### config.mk
export PLATFORM = sky130hd
export DESIGN_NAME = protobuf_field_encoder_top
export DESIGN_NICKNAME = d
export VERILOG_FILES = /design/src/rtl/pfe_pkg.sv /design/src/rtl/pfe_ctrl.sv /design/src/rtl/pfe_dp.sv /design/src/rtl/protobuf_field_encoder_top.sv
export SDC_FILE = /design/constraint.sdc
export NUM_CORES = 1
export LEC_CHECK = 0
export BUFFER_PORTS_ARGS = -buffer_cell sky130_fd_sc_hd__clkbuf_2
export CELL_PAD_IN_SITES_DETAIL_PLACEMENT = 0
export CELL_PAD_IN_SITES_GLOBAL_PLACEMENT = 2
export CORE_UTILIZATION = 32
export CTS_CLUSTER_SIZE = 28
export DETAILED_ROUTE_END_ITERATION = 7
export PLACE_DENSITY_LB_ADDON = 0.1
export SYNTH_ARGS = -nofsm -noshare
export SYNTH_HDL_FRONTEND = slang
export SYNTH_SLANG_ARGS = --single-unit
### constraint.sdc
create_clock -name i_clk -period 3.4 [get_ports i_clk]
set_input_delay 0.68 -clock i_clk [delete_from_list [all_inputs] [get_ports i_clk]]
set_output_delay 0.68 -clock i_clk [all_outputs]
set_load 0.01 [all_outputs]
### src/rtl/pfe_pkg.sv
`timescale 1ns / 1ps
// Types and constants shared by the protobuf field encoder.
// No dependencies.
package pfe_pkg;

    localparam int unsigned FNUM_W  = 29;
    localparam int unsigned VALUE_W = 64;
    localparam int unsigned TAG_W   = FNUM_W + 3;
    localparam int unsigned CNT_W   = 4;

    localparam logic [6:0] VAR_PAYLOAD_MASK = 7'h7F;
    localparam logic [7:0] VAR_CONT_BIT     = 8'h80;
    localparam logic [7:0] BYTE_MASK        = 8'hFF;

    // Field kinds on the request.
    typedef enum logic [1:0] {
        CMD_VARINT   = 2'd0,
        CMD_FIXED32  = 2'd1,
        CMD_FIXED64  = 2'd2,
        CMD_RESERVED = 2'd3
    } t_cmd;

    localparam logic [2:0] WIRE_VARINT  = 3'd0;
    localparam logic [2:0] WIRE_FIXED64 = 3'd1;
    localparam logic [2:0] WIRE_FIXED32 = 3'd5;

    localparam logic [CNT_W-1:0] FIXED32_BYTES = 4'd4;
    localparam logic [CNT_W-1:0] FIXED64_BYTES = 4'd8;

    // Controller to datapath.
    typedef struct packed {
        logic load;
        logic emit_tag;
        logic emit_val;
    } t_dp_cmd;

    // Datapath to controller.
    typedef struct packed {
        logic out_free;
        logic tag_last;
        logic val_last;
    } t_dp_sts;

    function automatic logic [2:0] wire_type(input t_cmd cmd);
        logic [2:0] w;
        unique case (cmd)
            CMD_VARINT:  w = WIRE_VARINT;
            CMD_FIXED32: w = WIRE_FIXED32;
            CMD_FIXED64: w = WIRE_FIXED64;
            default:     w = WIRE_VARINT;
        endcase
        return w;
    endfunction

endpackage

### src/rtl/pfe_ctrl.sv
`timescale 1ns / 1ps
// Sequencer of the protobuf field encoder: load, tag bytes, value bytes.
// Depends on pfe_pkg.
module pfe_ctrl import pfe_pkg::*; (
    input  logic    i_clk,
    input  logic    i_rst_n,
    input  logic    i_valid,
    input  t_cmd    i_cmd,
    output logic    o_stall,
    output t_dp_cmd o_dp_cmd,
    input  t_dp_sts i_dp_sts
);

    typedef enum logic [2:0] {
        ST_IDLE = 3'b001,
        ST_TAG  = 3'b010,
        ST_VAL  = 3'b100
    } t_state;

    t_state r_state, n_state;

    assign o_stall = (r_state != ST_IDLE);

    always_comb begin
        n_state  = r_state;
        o_dp_cmd = '0;
        unique case (r_state)
            ST_IDLE: begin
                // reserved command: take the beat and drop it
                if (i_valid && (i_cmd != CMD_RESERVED)) begin
                    o_dp_cmd.load = 1'b1;
                    n_state       = ST_TAG;
                end
            end
            ST_TAG: begin
                if (i_dp_sts.out_free) begin
                    o_dp_cmd.emit_tag = 1'b1;
                    if (i_dp_sts.tag_last) begin
                        n_state = ST_VAL;
                    end
                end
            end
            ST_VAL: begin
                if (i_dp_sts.out_free) begin
                    o_dp_cmd.emit_val = 1'b1;
                    if (i_dp_sts.val_last) begin
                        n_state = ST_IDLE;
                    end
                end
            end
            default: n_state = ST_IDLE;
        endcase
    end

    always_ff @(posedge i_clk) begin
        if (!i_rst_n) begin
            r_state <= ST_IDLE;
        end else begin
            r_state <= n_state;
        end
    end

endmodule

### src/rtl/pfe_dp.sv
`timescale 1ns / 1ps
// Datapath of the protobuf field encoder: tag and value shifters, output register.
// Depends on pfe_pkg.
module pfe_dp import pfe_pkg::*; (
    input  logic               i_clk,
    input  logic               i_rst_n,
    input  t_cmd               i_cmd,
    input  logic [FNUM_W-1:0]  i_field_number,
    input  logic [VALUE_W-1:0] i_field_value,
    input  t_dp_cmd            i_dp_cmd,
    output t_dp_sts            o_dp_sts,
    input  logic               i_stall,
    output logic               o_valid,
    output logic [7:0]         o_out_byte,
    output logic               o_last
);

    logic [TAG_W-1:0]   r_tag;
    logic [VALUE_W-1:0] r_val;
    logic [CNT_W-1:0]   r_cnt;
    t_cmd               r_kind;
    logic               r_out_valid;
    logic [7:0]         r_out_byte;
    logic               r_out_last;

    logic       tag_more;
    logic       val_more;
    logic [7:0] tag_byte;
    logic [7:0] val_byte;

    assign tag_more = (r_tag[TAG_W-1:7] != '0);
    assign val_more = (r_val[VALUE_W-1:7] != '0);

    assign tag_byte = tag_more ? ({1'b0, r_tag[6:0] & VAR_PAYLOAD_MASK} | VAR_CONT_BIT)
                               : {1'b0, r_tag[6:0]};

    always_comb begin
        if (r_kind == CMD_VARINT) begin
            val_byte = val_more ? ({1'b0, r_val[6:0] & VAR_PAYLOAD_MASK} | VAR_CONT_BIT)
                                : {1'b0, r_val[6:0]};
        end else begin
            val_byte = r_val[7:0] & BYTE_MASK;
        end
    end

    assign o_dp_sts.out_free = !r_out_valid || !i_stall;
    assign o_dp_sts.tag_last = !tag_more;
    assign o_dp_sts.val_last = (r_kind == CMD_VARINT) ? !val_more : (r_cnt == 4'd1);

    always_ff @(posedge i_clk) begin
        if (i_dp_cmd.load) begin
            r_tag  <= {i_field_number, wire_type(i_cmd)};
            r_val  <= i_field_value;
            r_kind <= i_cmd;
            r_cnt  <= (i_cmd == CMD_FIXED32) ? FIXED32_BYTES : FIXED64_BYTES;
        end
        if (i_dp_cmd.emit_tag) begin
            r_tag <= r_tag >> 7;
        end
        if (i_dp_cmd.emit_val) begin
            r_val <= (r_kind == CMD_VARINT) ? (r_val >> 7) : (r_val >> 8);
            r_cnt <= r_cnt - 4'd1;
        end
        // payload of the output register
        if (i_dp_cmd.emit_tag) begin
            r_out_byte <= tag_byte;
            r_out_last <= 1'b0;
        end else if (i_dp_cmd.emit_val) begin
            r_out_byte <= val_byte;
            r_out_last <= o_dp_sts.val_last;
        end
    end

    always_ff @(posedge i_clk) begin
        if (!i_rst_n) begin
            r_out_valid <= 1'b0;
        end else if (i_dp_cmd.emit_tag || i_dp_cmd.emit_val) begin
            r_out_valid <= 1'b1;
        end else if (!i_stall) begin
            r_out_valid <= 1'b0;
        end
    end

    assign o_valid    = r_out_valid;
    assign o_out_byte = r_out_byte;
    assign o_last     = r_out_last;

endmodule

### src/rtl/protobuf_field_encoder_top.sv
`timescale 1ns / 1ps
// Top level of the protobuf field encoder: sequencer plus datapath.
// Depends on pfe_pkg, pfe_ctrl and pfe_dp.

// Each request beat (varint, fixed32 or fixed64 field) becomes a stream of output
// beats: the tag varint of one to five bytes, then the value bytes (one to ten for
// varint, four or eight little-endian for fixed32 and fixed64); o_last marks the
// final byte. A request is loaded first; its bytes then pass one at a time through
// the single byte-wide output register, which emits one byte per cycle while it is
// not held by i_stall; o_stall is high until the last byte has entered that
// register. A request with the reserved command code is taken and produces
// nothing.
module protobuf_field_encoder_top import pfe_pkg::*; (
    input  logic               i_clk,
    input  logic               i_rst_n,
    input  logic               i_valid,
    output logic               o_stall,
    input  logic [1:0]         i_cmd,
    input  logic [FNUM_W-1:0]  i_field_number,
    input  logic [VALUE_W-1:0] i_field_value,
    output logic               o_valid,
    input  logic               i_stall,
    output logic [7:0]         o_out_byte,
    output logic               o_last
);

    t_dp_cmd dp_cmd;
    t_dp_sts dp_sts;
    t_cmd    cmd;

    assign cmd = t_cmd'(i_cmd);

    pfe_ctrl u_ctrl (
        .i_clk    (i_clk),
        .i_rst_n  (i_rst_n),
        .i_valid  (i_valid),
        .i_cmd    (cmd),
        .o_stall  (o_stall),
        .o_dp_cmd (dp_cmd),
        .i_dp_sts (dp_sts)
    );

    pfe_dp u_dp (
        .i_clk          (i_clk),
        .i_rst_n        (i_rst_n),
        .i_cmd          (cmd),
        .i_field_number (i_field_number),
        .i_field_value  (i_field_value),
        .i_dp_cmd       (dp_cmd),
        .o_dp_sts       (dp_sts),
        .i_stall        (i_stall),
        .o_valid        (o_valid),
        .o_out_byte     (o_out_byte),
        .o_last         (o_last)
    );

endmodule

==> results of run 1 <==
[sequential cells by signal, summed over array words and instances (netlist names)]
register         flops
u_dp.r_tag          32
u_dp.o_last          1
u_dp.r_val          64
u_dp.o_valid         1
u_dp.r_kind          2
u_dp.o_out_byte      8
u_ctrl.r_state       3
u_dp.r_cnt           4
[critical path, delay by kind of cell (launching register included)]
kind	cells	cell delay (ns)
and+or+nand+nor	1	0.42
DFF	1	0.41
buffers and inverters	1	0.15
[synthesized netlist by cell type (4+ instances only)]
| cell type | number | share of area (%) |
|---|---|---|
| buf_2 | 18 | 1.6 |
| clkbuf_1 | 8 | 0.53 |
| nor4_2 | 5 | 1.1 |
| mux2i_1 | 63 | 11 |
| nand3_1 | 4 | 0.36 |
| nor2_1 | 13 | 0.87 |
| ha_1 | 4 | 0.89 |
| and2_1 | 10 | 1.1 |
| dfxtp_1 | 12 | 4.3 |
| o21ai_1 | 58 | 5.2 |
| nor3_1 | 9 | 0.80 |
| nand4_1 | 4 | 0.44 |
| nand2_1 | 153 | 10 |
| edfxtp_1 | 103 | 55 |
| nor4_1 | 13 | 1.4 |
[metrics by stage]
step	std cells	worst slack, ns	power, W
6_report	858	1.34	0.00376
5_1_grt	858	1.20	0.00392
4_1_cts	858	1.30	0.00380
3_5_place_dp	826	1.01	0.00222
3_3_place_gp	826	1.03	0.00222
2_1_floorplan	513	0.528	0.00205
[worst min-delay path by stage]
stage          depth (start not counted)                startpoint                        to
2_1_floorplan                          2  u_dp.o_last$_SDFFE_PP0P_  u_dp.o_last$_SDFFE_PP0P_
3_3_place_gp                           2  u_dp.o_last$_SDFFE_PP0P_  u_dp.o_last$_SDFFE_PP0P_
3_5_place_dp                           2  u_dp.o_last$_SDFFE_PP0P_  u_dp.o_last$_SDFFE_PP0P_
4_1_cts                                2  u_dp.o_last$_SDFFE_PP0P_  u_dp.o_last$_SDFFE_PP0P_
5_1_grt                                1                  i_cmd[1]  u_dp.r_kind[1]$_DFFE_PP_
6_report                               2  u_dp.o_last$_SDFFE_PP0P_  u_dp.o_last$_SDFFE_PP0P_
[routing by layer]
layer | wire, microns | track usage [%] | vias to the layer above
met5 | 0 | 0 | -
met4 | 194 | 6.37 | 0
met3 | 526 | 3.53 | 19
met2 | 5880 | 23.1 | 81
met1 | 6490 | 21.1 | 1833
li1 | - | - | 2046
[report_power, final]
group | internal [W] | switching (W)
clock network | 0.000979 | 0.000591
registers | 0.00171 | 0.0000995
logic | 0.000170 | 0.000210
total | 0.00286 | 0.000900
[logic make-up (layout without fill, tap and decap cells)]
kind of cell | Yosys count | in the layout | share of synthesized area, %
AOI/OAI and AO/OA | 69 | 69 | 6.59
xor gates and xnor gates | 3 | 3 | 0.467
buffers and inverters | 34 | 154 | 2.80
DFF | 115 | 115 | 59.3
and+or+nand+nor | 225 | 225 | 18.8
adders and majority gates | 4 | 4 | 0.890
muxes | 63 | 63 | 11.2
[cell type report]
cell class / instances / area (sq um)
well taps: 225 / 282
flip-flops and latches: 115 / 3330
repair buffers: 118 / 626
multi-input cells: 364 / 2140
fillers: 1711 / 10300
clock buffers: 26 / 489
clock inverters: 6 / 30.0
inverters: 4 / 15.0
==> summary.md, run 1 <==
| Metric | Value |
|---|---|
| Dpl cell area | `0.00639 sq mm` |
| FF-to-FF setup slack | `1.37 ns` |
| Status | `finished, final reports clean` |
| Pre-antenna DRT Iters | `6` |
| CP required | `2.72 ns` |
| Post-Syn Nets | `616` |
| Critical path class | `flop to primary output` |
| CP Cell Sequence | `or3b_1, clkbuf_2` |
| Via count | `3979` |
| Post-DR wirelength/cell | `15.2 microns` |
| Share of flip-flops with an asynchronous set or reset | `0%` |
| Crit-path max cell delay | `0.42 ns` |
| Setup violators final | `0` |
| Peak supply drop | `354 uV` |
| CTS tree | `done` |
| Num rows | `48` |
| Post-synth top flop | `edfxtp_1` |
| Post_cts resized | `0` |
| Cell area after layout | `0.00691 sq mm` |
| Grt ovf | `0` |
| Final hold vios | `0` |
| Clock Tree Buf Depth | `2` |
| Antenna viol nets, final | `0` |
| 1st-iter DRT viols | `207` |
| Core area | `0.0172 sq mm` |
| Yosys warnings | `0` |
| Count of different cell masters after synthesis | `37` |
| Vias in the first global route | `3979` |
| Crit. End Element | `primary output` |
| Routed vias/inst | `4.64` |
| Reg-to-Reg Start | `u_ctrl.r_state[0]$_SDFFE_PN1P_` |
| Largest net degree at the start of global routing | `72` |
| Commonest non-fill, non-tap cells in the layout | `nand2_1 (152), clkbuf_2 (109), edfxtp_1 (103), mux2i_1 (63), o21ai_1 (58)` |
| Seq/Total Area, Yosys | `59.3%` |
| IO Port Bufs | `109` |
| Post-Route WL | `13.1 mm` |
| P&R area growth vs syn | `23.0%` |
| Peak Freq | `484 MHz` |
| HPWL after detailed placement | `9.27 mm` |
| Worst setup path start | `u_ctrl.r_state[0]$_SDFFE_PN1P_` |
| Clk sink count | `115` |
| Leakage power | `2.91 nW` |
| Crit path to | `o_stall` |
| Max Cap Viol | `0` |
| Antenna diodes | `0` |
| Hold_ws | `0.479 ns` |
| Fin. max-slew vios | `0` |
| R2R cell count | `4` |
| Final Util | `40.1%` |
| Hold Path Class | `flop to flop` |
| Initial Util | `32.6%` |
| # DRC | `0` |
| Die ar. | `0.0181 sq mm` |
| Min cycle time layout | `2.06 ns` |
| Unrepaired setup endpoints after global routing | `false` |
| Root buffer cell | `clkbuf_16` |
| Synth Instances | `513` |
| Pwr dens | `544 mW/mm^2` |
| Worst r2r dst | `u_dp.r_val[28]$_DFFE_PP_` |
| Total GRT Usage | `15.3%` |
| Ports | `110` |
| Setup Fix Bufs, Post-CTS | `0` |
| Worst-path clk slew | `0.05 ns` |
| CP max FO | `6` |
| Final Skew | `0.00386 ns` |
| Worst-Margin Slew | `0.675 ns` |
| Final Wtd Congestion | `0.724` |
| Syn_area_per_cell | `11.0 sq um` |
| Initial antenna violation count | `0` |
| Post-synth EDFFs | `103` |
| Cts hold-fix bufs | `0` |
| Period utilisation layout | `60.7%` |
| Final net count | `723` |
| Critical Path AT | `1.38 ns` |
| Synthesized area | `0.00562 sq mm` |
| Synth Register Bits | `115` |
| DIE WIDTH | `135 microns` |
| Share of layout cells above drive strength 1 | `25.0%` |
| First-pass GRT wire length | `20.8 mm` |
| Die height | `135 microns` |
| Setup tns final | `0 ns` |
| Setup crit start kind | `flop` |
| # H-tree levels | `4` |
| Clk_lat worst skew | `0.41 ns` |
| Relative slew slack | `55.0%` |
| Commonest non-fill, non-tap cell in the layout | `nand2_1` |
| CP max stage cell | `or3b_1` |
| CTS Buf Count | `17` |
Power figures use the tool's default switching activity.
==> run 2: changes to the inputs <==
Clock period 3.4 ns to 1.7 ns, I/O delays scaled along.
==> run 2 against run 1 <==
  * The flow now finishes with violations (setup timing)
  * Clock skew is 0.0056 ns higher
  * Cell count is 11% higher
  * Combinational power grew to 2.9 times the previous value
  * Critical endpoint is now u_ctrl.r_state[2]$_SDFFE_PN0P_
  * Largest power group unchanged
  * Highest routed layer unchanged
==> summary.md, run 2 (same netlist as run 1, synthesis figures left out) <==
| Metric | Value |
|---|---|
| Internal power | `0.00596 W` |
| Initial antenna violation count | `0` |
| Cell area after layout | `0.00791 sq mm` |
| # H-tree levels | `4` |
| Combinational share of power | `14.0%` |
| P&R area growth vs syn | `40.7%` |
| Final WS setup | `-0.166 ns` |
| Root buffer cell | `clkbuf_16` |
| Pre-antenna DRT Iters | `5` |
| IO Port Bufs | `109` |
| Clk sink count | `115` |
| Share of layout cells above drive strength 1 | `36.5%` |
| Initial Util | `32.6%` |
| Final hold vios | `0` |
| Die height | `135 microns` |
| Core area | `0.0172 sq mm` |
| Post-DR wirelength/cell | `14.5 microns` |
| # fillers | `1609` |
| CP Cell Sequence | `nor4_4, nand4_1, nor4_4, a211oi_2, a311o_1` |
| CTS tree | `done` |
| Post-Route WL | `13.7 mm` |
| Final net count | `814` |
| Crit. End Element | `flop` |
| CTS Buf Count | `17` |
| Routed vias/inst | `4.58` |
| Critical Path AT | `2.15 ns` |
| Grt ovf | `0` |
| Final Wtd Congestion | `0.758` |
| Min cycle time layout | `1.87 ns` |
| Commonest non-fill, non-tap cells in the layout | `nand2_1 (151), clkbuf_2 (108), edfxtp_1 (103), buf_4 (84), mux2i_1 (63)` |
| Crit-path max cell delay | `0.43 ns` |
| Max reg flops | `64` |
| Antenna viol nets, final | `0` |
| DIE WIDTH | `135 microns` |
| Vias in the first global route | `4340` |
| Status | `finished with violations` |
| Ports | `110` |
| Switching Fraction | `23.9%` |
| Period utilisation layout | `110%` |
| CP max stage cell | `edfxtp_1` |
| Largest net degree at the start of global routing | `46` |
| Antenna diodes | `0` |
| Total GRT Usage | `15.8%` |
| Crit path top cell by count | `nor4_4` |
| Critical path class | `flop to flop` |
| Leakage power | `3.43 nW` |
| Clk_lat worst skew | `0.41 ns` |
| Fin. max-slew vios | `0` |
| Cts hold-fix bufs | `0` |
| Max Cap Viol | `0` |
| Dpl cell area | `0.00723 sq mm` |
| Setup violators final | `3` |
| Pwr dens | `991 mW/mm^2` |
| CP required | `1.99 ns` |
| Sw power | `0.00188 W` |
| Peak supply drop | `748 uV` |
| # DRC | `0` |
| CP max FO | `3` |
| 1st-iter DRT viols | `188` |
| Relative slew slack | `75.8%` |
| Violated checks | `setup timing` |
| Sequential power share | `45.8%` |
| Clock Tree Buf Depth | `2` |
| Biggest register | `u_dp.r_val` |
| Post-Place Cells | `913` |
| Hold Path Class | `input port to flop` |
| Final Skew | `0.00946 ns` |
| Worst-path clk slew | `0.05 ns` |
| Die ar. | `0.0181 sq mm` |
| Clk network pwr share | `40.2%` |
| Num rows | `48` |
| Finished Layout Cells | `949` |
| HPWL after detailed placement | `10.4 mm` |
| Worst-Margin Slew | `0.362 ns` |
| Setup crit start kind | `flop` |
| Commonest non-fill, non-tap cell in the layout | `nand2_1` |
| First-pass GRT wire length | `21.6 mm` |
| Unrepaired setup endpoints after global routing | `true` |
| Via count | `4344` |
| Peak Freq | `536 MHz` |
==> run 2: final timing paths <==
path	slack [ns]	cells past startpoint	endpoint	from
setup / recovery	-0.17	5	u_ctrl.r_state[2]$_SDFFE_PN0P_	u_dp.r_val[63]$_SDFFCE_PP0P_
hold / removal	0.16	3	u_dp.r_tag[27]$_SDFFE_PP0P_	i_field_number[24]
setup reg to reg	-0.17	5	u_ctrl.r_state[2]$_SDFFE_PN0P_	u_dp.r_val[63]$_SDFFCE_PP0P_
hold reg to reg	0.47	2	u_dp.o_last$_SDFFE_PP0P_	u_dp.o_last$_SDFFE_PP0P_
==> run 2: final cells by class <==
class | instances | area (sq um) | share of cell area, %
repair buffers | 209 | 1500 | 19.0
inverters | 4 | 15.0 | 0.190
clock buffers | 19 | 433 | 5.47
well taps | 225 | 282 | 3.56
flip-flops and latches | 115 | 3340 | 42.2
multi-input cells | 364 | 2240 | 28.4
clock inverters | 13 | 93.8 | 1.19
==> run 2: power by group through the flow <==
stage               combinational (W)  sequential [W]  clock, W
floorplan                    0.000503         0.00360         0
global placement              0.00108         0.00362         0
detailed placement            0.00109         0.00363         0
CTS                           0.00111         0.00358   0.00323
global route                  0.00122         0.00362   0.00334
finish                        0.00110         0.00359   0.00315
==> run 2: metrics by stage <==
step / hold slack [ns] / setup TNS (ns) / utilization [%] / power (W) / worst slack, ns
6_report: 0.162 / -0.346 / 45.9 / 0.00783 / -0.166
4_1_cts: 0.146 / -0.279 / 45.4 / 0.00792 / -0.149
3_3_place_gp: 0.457 / -4.17 / 42.0 / 0.00471 / -0.157
2_1_floorplan: 0.439 / -13.81 / - / 0.00411 / -0.147
5_1_grt: 0.150 / -0.751 / 45.9 / 0.00817 / -0.253
3_5_place_dp: 0.464 / -5.88 / 42.0 / 0.00472 / -0.211
==> run 2: critical path: cells and delay by family (launching register included) <==
family / cells / cell delay [ns]
AOI/OAI and AO/OA: 2 / 0.35
and+or+nand+nor: 3 / 0.96
DFF: 1 / 0.43
==> run 2: repair_timing <==
item                                    CTS  global route
resized for setup                         9            12
cloned                                    0             1
endpoints found under the setup margin   54            39
setup buffers                             2             2
pin swaps                                 4             4
endpoints found under the hold margin     0             0
==> run 2: per-layer routing <==
metal	up-vias	global-route usage (%)	part of all wire, %
met5	-	0	0
met4	0	4.49	0.63
met3	6	4.32	3.5
met2	85	25.3	46
met1	2018	21.0	49
li1	2235	-	-
